--- config.mk ---
export PLATFORM = sky130hd
export DESIGN_NAME = lpht_hash
export DESIGN_NICKNAME = d
export VERILOG_FILES = /design/src/lpht_pkg.sv /design/src/lpht_hash.sv
export SDC_FILE = /design/constraint.sdc
export NUM_CORES = 1
export LEC_CHECK = 0
export ABC_AREA = 1
export BUFFER_PORTS_ARGS = -buffer_cell sky130_fd_sc_hd__buf_4
export CORE_MARGIN = 10
export CORE_UTILIZATION = 38
export CTS_CLUSTER_SIZE = 14
export DETAILED_ROUTE_END_ITERATION = 10
export GPL_TIMING_DRIVEN = 0
export PLACE_DENSITY_LB_ADDON = 0.05
export SYNTH_ARGS = -nofsm -noshare
export SYNTH_HDL_FRONTEND = slang
export SYNTH_SLANG_ARGS = --single-unit
--- constraint.sdc ---
create_clock -name clk -period 1.14 [get_ports clk]
set_clock_uncertainty 0.2 [all_clocks]
set_input_delay 0.228 -clock clk [delete_from_list [all_inputs] [get_ports clk]]
set_output_delay 0.228 -clock clk [all_outputs]
set_load 0.03 [all_outputs]
--- src/lpht_pkg.sv ---
`default_nettype none
package lpht_pkg;

    localparam int CAPACITY_DEFAULT = 1024;
    localparam int KEY_W            = 32;
    localparam int VAL_W            = 32;
    localparam int HASH_SHIFT       = 16;
    localparam int STATUS_W         = 3;
    localparam int SLOT_OUT_W       = 10;
    localparam int COUNT_OUT_W      = 11;

    // result status codes
    localparam logic [STATUS_W-1:0] ST_NEW      = 3'd0;
    localparam logic [STATUS_W-1:0] ST_REPLACED = 3'd1;
    localparam logic [STATUS_W-1:0] ST_FULL     = 3'd2;
    localparam logic [STATUS_W-1:0] ST_HIT      = 3'd3;
    localparam logic [STATUS_W-1:0] ST_MISS     = 3'd4;

    // operation codes
    localparam logic OP_INSERT = 1'b0;
    localparam logic OP_LOOKUP = 1'b1;

    // one table slot: valid flag, key and value share a memory word
    typedef struct packed {
        logic             valid;
        logic [KEY_W-1:0] key;
        logic [VAL_W-1:0] value;
    } entry_t;

endpackage
`default_nettype wire

--- src/lpht_hash.sv ---
`default_nettype none
module lpht_hash
    import lpht_pkg::*;
#(
    parameter int CAPACITY = CAPACITY_DEFAULT,
    parameter int AW       = $clog2(CAPACITY_DEFAULT)
)
(
    input  wire logic             clk,
    input  wire logic             rst_n,
    input  wire logic             start,
    input  wire logic [KEY_W-1:0] key,
    output logic                  done,
    output logic [AW-1:0]         home
);

    localparam bit IS_POW2 = (CAPACITY & (CAPACITY - 1)) == 0;

    logic [KEY_W-1:0] hash;

    assign hash = key ^ (key >> HASH_SHIFT);

    generate
        if (IS_POW2)
        begin : g_mask
            logic          done_reg;
            logic [AW-1:0] home_reg;

            always_ff @(posedge clk or negedge rst_n)
            begin
                if (!rst_n)
                begin
                    done_reg <= 1'b0;
                end
                else
                begin
                    done_reg <= start;
                end
            end

            always_ff @(posedge clk)
            begin
                if (start)
                begin
                    home_reg <= hash[AW-1:0];
                end
            end

            assign done = done_reg;
            assign home = home_reg;
        end
        else
        begin : g_mod
            // hash mod CAPACITY by reciprocal multiply; the quotient estimate
            // is low by at most one, so a single compare and subtract ends it
            localparam logic [KEY_W-1:0] RECIP =
                KEY_W'((64'd1 << KEY_W) / 64'(CAPACITY));
            localparam logic [KEY_W-1:0] CAP = KEY_W'(CAPACITY);

            logic                 quot_go_reg;
            logic                 rem_go_reg;
            logic                 fix_go_reg;
            logic                 done_reg;
            logic [KEY_W-1:0]     h_reg;
            logic [KEY_W-1:0]     quot_reg;
            logic [KEY_W-1:0]     rem_reg;
            logic [KEY_W-1:0]     home_reg;
            logic [2*KEY_W-1:0]   product;

            assign product = (2*KEY_W)'(h_reg) * (2*KEY_W)'(RECIP);

            always_ff @(posedge clk or negedge rst_n)
            begin
                if (!rst_n)
                begin
                    quot_go_reg <= 1'b0;
                    rem_go_reg  <= 1'b0;
                    fix_go_reg  <= 1'b0;
                    done_reg    <= 1'b0;
                end
                else
                begin
                    quot_go_reg <= start;
                    rem_go_reg  <= quot_go_reg;
                    fix_go_reg  <= rem_go_reg;
                    done_reg    <= fix_go_reg;
                end
            end

            always_ff @(posedge clk)
            begin
                if (start)
                begin
                    h_reg <= hash;
                end
                if (quot_go_reg)
                begin
                    quot_reg <= product[2*KEY_W-1:KEY_W];
                end
                if (rem_go_reg)
                begin
                    rem_reg <= h_reg - quot_reg * CAP;
                end
                if (fix_go_reg)
                begin
                    home_reg <= (rem_reg >= CAP) ? rem_reg - CAP : rem_reg;
                end
            end

            assign done = done_reg;
            assign home = home_reg[AW-1:0];
        end
    endgenerate

endmodule
`default_nettype wire

==> summary.md, run 1 <==
| Metric | Value |
|---|---|
| Most used routing layer in global routing | met2 |
| Total grt overflow | 0 |
| Placed instance area | 779 um^2 |
| H-tree Lvls | 1 |
| Register Area | 325 um^2 |
| Placed Cells incl. Taps | 109 |
| Worst-path clk slew | 0.08 ns |
| TritonCTS clock tree | done |
| Die height | 56.7 um |
| Period minus WS final | 1.24 ns |
| Cell Int Power | 0.744 mW |
| Nets | 136 |
| Sum Neg Setup Slack | -1.01 ns |
| Initial Util | 0.399 |
| Final hold slack | 0.0233 ns |
| Max reg flops | 10 |
| Worst Path Max Fanout | 1 |
| Overall via count from detail_route | 488 |
| First-pass GRT wire length | 2.44 mm |
| Post-Synthesis Cells | 61 |
| Worst path max stage delay | 0.38 ns |
| Violated checks | setup timing |
| Setup crit end kind | primary output |
| Row count | 13 |
| Multi-input logic area | 113 um^2 |
| Core area | 1280 um^2 |
| Number of fill cells | 118 |
| Simple-gate share of the synthesized area | 0.220 |
| Slowest cell on the critical path | edfxtp_1 |
| Place WS | 0.196 ns |
| CP arrival | 0.81 ns |
| Lkg Pwr | 0.502 nW |
| Area Growth Syn to Fin | 69.3% |
| First-pass DRT Iterations | 2 |
| First DRT Iteration DRCs | 1 |
| Max transition margin | 0.906 |
| DRC | 0 |
| Average via count per standard cell | 4.24 |
| Initial antenna violation count | 0 |
| Unrepaired setup endpoints after global routing | true |
| Largest net degree at the start of global routing | 12 |
| Met3 GRT Util | 0.0337 |
| Synth Area in XOR/XNOR | 0 |
| Final wirelength | 1.26 mm |
| Outcome | complete, but fails checks |
| Number of global-route vias before repair | 599 |
| YS warnings | 0 |
| Crit path launch | home[3] |
| Pwr Total | 1.03 mW |
| Routed Antenna Nets | 0 |
| Mapped cell area | 513 um^2 |
| CP Cell Sequence | buf_6 |
| Max Clk Rate | 0.807 GHz |
| PD cells | 1190 nW/um^2 |
| Worst path buffer plus inverter count | 1 |
| Combinational fraction of design power | 0.257 |
| Final Non-Filler Cells | 115 |
| Setup-failing EPs final | 11 |
| GRT Util Overall | 0.0947 |
| Layout cell share with drive strength beyond 1 | 0.370 |
| Clock sink count | 11 |
| Worst VDD drop | 0.724 mV |
| Clock Tree Root | clkbuf_4 |
| Setup Buffers After CTS | 0 |
| Sequential Power Share | 0.479 |
| DIE WIDTH | 56.7 um |
| Post-synthesis mux area share | 0 |
| Full die area | 3220 um^2 |
| Post-layout util | 0.676 |
| Max-Cap Viols | 0 |
| Max Slew Vio Count | 0 |
| Syn_area_per_cell | 8.41 um^2 |
| Slew @ Worst Pin | 0.141 ns |
| WL/cell | 11.0 um |
| GPL Wtd Cong | 0.593 |
| Psw | 0.291 mW |
| Post-Syn Nets | 96 |
| Delay-heaviest family, CP | flip-flops |
| Final Cycle Share | 1.09 |
| Clk pwr share | 0.264 |
| Post-DP HPWL | 1.06 mm |
| Final worst slack | -0.0992 ns |
| CP required | 0.71 ns |
| Sw Ratio | 0.281 |
| Critical path type | flop to primary output |
| Final instance area | 868 um^2 |
| Post-synthesis compound-gate area fraction | 0 |
| Total stage count of the critical path | 1 |
| Diodes inserted | 0 |
| Final hold violations | 0 |
| IO Pins | 46 |
| CP endpoint | home[3] |
| Sequential share of the synthesized area | 0.634 |
| Synth cell types | 4 |
| Max Root-Sink Buffers | 2 |
| M2 GR Usage | 0.165 |
| Post-synthesis adder-cell area fraction | 0 |
| Inserted Clock Buffers | 3 |
| Met1 Usage GRT | 0.0883 |
| HP Class | primary input to flop |
| Largest family of logic cells by synthesized area | simple AND/OR/NAND/NOR gates |
| Seq cells post-synth | 11 |
| Buffers on Ports | 33 |
| CP startpoint kind | flop |
## Yosys cell counts (all sizes together)
library cell  count  area [um^2]
nand2            30          113
inv              20         75.1
edfxtp           10          300
dfrtp             1         25.0
## cell families (layout without fill, tap and decap cells)
family	Yosys count	after routing
and+or+nand+nor	30	30
buffers and inverters	20	59
DFF	11	11
## placed cells by master, fill, tap and decap left out
cell,count
nand2_1,30
dfrtp_1,1
dlygate4sd3_1,2
clkbuf_4,3
buf_6,11
clkinv_2,1
inv_1,20
buf_4,22
edfxtp_1,10
## per-layer routing
layer / up-vias / part of all wire
met3: 4 / 0.078
met5: - / 0
met1: 212 / 0.38
li1: 250 / -
met2: 22 / 0.52
met4: 0 / 0.019
## how the worst min path moves through the flow
stage                     endpoint  cells after the start   start
after global placement        done                      1   rst_n
after CTS                  home[3]                      3  key[3]
after detailed placement      done                      1   rst_n
after global routing       home[3]                      3  key[3]
final                      home[3]                      3  key[3]
after floorplan               done                      0   rst_n
## cell type report
cell class                 count  area share
clock buffer                   3      0.0259
multi-input combinational     30       0.130
tap                           15      0.0216
sequential                    11       0.375
clock inverter                 1     0.00576
timing repair buffer          35       0.356
inverter                      20      0.0865
## what timing repair did
action,4_1_cts,5_1_grt
endpoints found under the hold margin,2,0
hold buffers,2,0
gates resized for setup,11,0
endpoints found under the setup margin,11,11
## power by group through the flow
stage	sequential [mW]	clock, mW	combinational [mW]
6_report	0.496	0.273	0.266
3_5_place_dp	0.499	0	0.244
4_1_cts	0.496	0.279	0.271
2_1_floorplan	0.573	0	0.0363
3_3_place_gp	0.498	0	0.236
5_1_grt	0.500	0.305	0.292
No activity file was read; power rests on OpenSTA's default activity.
==> inputs of run 2 (changes only) <==
CORE_MARGIN = 2   (was 10)
==> run 2 against run 1 <==
  * The flow still finishes with violations (setup timing)
  * Combinational power shrank 2%
  * Setup slack gained 0.0026 ns
  * Via count shrank 3.3%
  * Maximum frequency grew 0.21%
  * Total power shrank 1.3%
  * Critical path type unchanged
  * Non-clock buffer count is the same
  * Die area shrank 48%
  * Cell area shrank 0.14%
  * Global-route usage grew 3.7 points
==> summary.md, run 2 (synthesis gave the netlist of run 1 again) <==
| Metric | Value |
|---|---|
| HP Class | primary input to flop |
| First-pass DRT Iterations | 3 (+1) |
| Metal2 WL | 525 um (-21%) |
| First DRT Iteration DRCs | 5 (+4) |
| Largest net degree at the start of global routing | 12 (unchanged) |
| Register Area | 325 um^2 (unchanged) |
| CP Cell Sequence | buf_6 |
| Routed Antenna Nets | 0 (unchanged) |
| Core area | 1280 um^2 (unchanged) |
| Die height | 40.7 um (-28%) |
| Number of global-route vias before repair | 357 (-40%) |
| CP startpoint kind | flop |
| Worst path max stage delay | 0.39 ns (about the same) |
| PD cells | 1180 nW/um^2 (-1.2%) |
| TritonCTS clock tree | done |
| Most frequent cells in the layout | nand2_1, buf_4, inv_1, buf_6, edfxtp_1 |
| Worst path buffer plus inverter count | 1 (unchanged) |
| Place WS | 0.180 ns (-0.0164 ns) |
| CP arrival | 0.81 ns (about the same) |
| Post-DP HPWL | 728 um (-31%) |
| DRT met1 WL | 337 um (-29%) |
| Period minus WS final | 1.24 ns (-0.00258 ns) |
| Nets | 136 (unchanged) |
| Max-Cap Viols | 0 (unchanged) |
| DIE WIDTH | 40.7 um (-28%) |
| Highest routed layer | met4 |
| Area Growth Syn to Fin | 69.0% |
| Lkg Pwr | 0.499 nW (-0.54%) |
| Inserted Clock Buffers | 3 (unchanged) |
| Setup crit end kind | primary output |
| Full die area | 1660 um^2 (-48%) |
| Final worst slack | -0.0967 ns (+0.00258 ns) |
| Total grt overflow | 0 (unchanged) |
| Clock sink count | 11 (unchanged) |
| Critical path type | flop to primary output |
| Initial Util | 0.399 (unchanged) |
| Diodes inserted | 0 (unchanged) |
| Slowest cell on the critical path | edfxtp_1 |
| Final hold violations | 0 (unchanged) |
| Row count | 13 (unchanged) |
| First-pass GRT wire length | 1.30 mm (-47%) |
| Worst Path Max Fanout | 1 (unchanged) |
| Clock Tree Root | clkbuf_4 |
| Layout cell share with drive strength beyond 1 | 0.360 (-0.0100) |
| Final Non-Filler Cells | 115 (unchanged) |
| Final hold slack | 0.0322 ns (+0.00890 ns) |
| Setup-failing EPs final | 11 (unchanged) |
| Overall via count from detail_route | 472 (-3.3%) |
| Routed wl met3 | 47 um (-53%) |
| Delay-heaviest family, CP | flip-flops |
| Commonest non-fill, non-tap cell in the layout | nand2_1 |
| Final Cycle Share | 1.08 (-0.00226) |
| Worst-path clk slew | 0.07 ns (about the same) |
| Multi-input logic area | 113 um^2 (unchanged) |
| DRC | 0 (unchanged) |
| Max Root-Sink Buffers | 2 (unchanged) |
| Placed instance area | 779 um^2 (unchanged) |
| Placed Cells incl. Taps | 109 (unchanged) |
| CP required | 0.71 ns (about the same) |
| Number of fill cells | 94 (-20%) |
| Worst VDD drop | 0.526 mV (-27%) |
| IO Pins | 46 (unchanged) |
| Final wirelength | 947 um (-25%) |
| WL/cell | 8.23 um (-25%) |
| Violated checks | setup timing |
| Max reg flops | 10 (unchanged) |
| Initial antenna violation count | 0 (unchanged) |
| Buffers on Ports | 33 (unchanged) |
| Max transition margin | 0.909 (+0.00265) |
| Final instance area | 867 um^2 (-0.14%) |
| GPL Wtd Cong | 0.615 (+3.8%) |
| Max Clk Rate | 0.809 GHz (+0.21%) |
| H-tree Lvls | 1 (unchanged) |
| Pwr Total | 1.02 mW (-1.3%) |
| Slew @ Worst Pin | 0.137 ns (-0.00397 ns) |
| Average via count per standard cell | 4.10 (-3.3%) |
| Max Slew Vio Count | 0 (unchanged) |
| GRT Util Overall | 0.131 (+0.0365) |
| Unrepaired setup endpoints after global routing | true |
| Outcome | complete, but fails checks |
run 2: changes by cell type in the layout (fill, tap and decap cells not counted), sizes merged:
cell and delta:
clkbuf +1, clkinv -1
run 2: area by class of cell:
type,count,share of cell area
clock buffers,4,0.0303
repair buffers,35,0.356
inverters,20,0.0866
multi-input cells,30,0.130
flip-flops and latches,11,0.375
well taps,15,0.0216
run 2: tightest hold or removal path: cells and delay by family:
family        cells  cell delay (ns)
buf+inv           1             0.08
simple gates      2             0.08
run 2: final timing paths:
path	start	endpoint	cells past startpoint
worst max-delay path	home[4]	home[4]	1
worst min-delay path	key[7]	home[7]	3
max in group asynchronous	rst_n	done	2
min in group asynchronous	rst_n	done	2
run 2: stage by stage:
step	setup TNS (ns)	util
final	-0.896	0.675
after global routing	-1.22	0.675
after CTS	-0.898	0.675
after detailed placement	0	0.607
after global placement	0	0.607
after floorplan	0	-
run 2: power breakdown:
part | switching [mW] | internal (mW) | leakage, nW
Clock | 0.127 | 0.135 | 0.0150
Sequential | 0.0151 | 0.482 | 0.109
Combinational | 0.130 | 0.132 | 0.375
run 2: metal layers:
layer | vias to the layer above | global-route usage
met3 | 4 | 0.0163
met5 | - | 0
met4 | 0 | 0.150
li1 | 252 | -
met2 | 18 | 0.238
met1 | 198 | 0.114
run 2: what timing repair did:
item,4_1_cts,5_1_grt
endpoints found under the setup margin,11,11
setup buffers,0,0
endpoints found under the hold margin,2,0
gates cloned,0,0
gates resized for setup,11,0
hold buffers,2,0
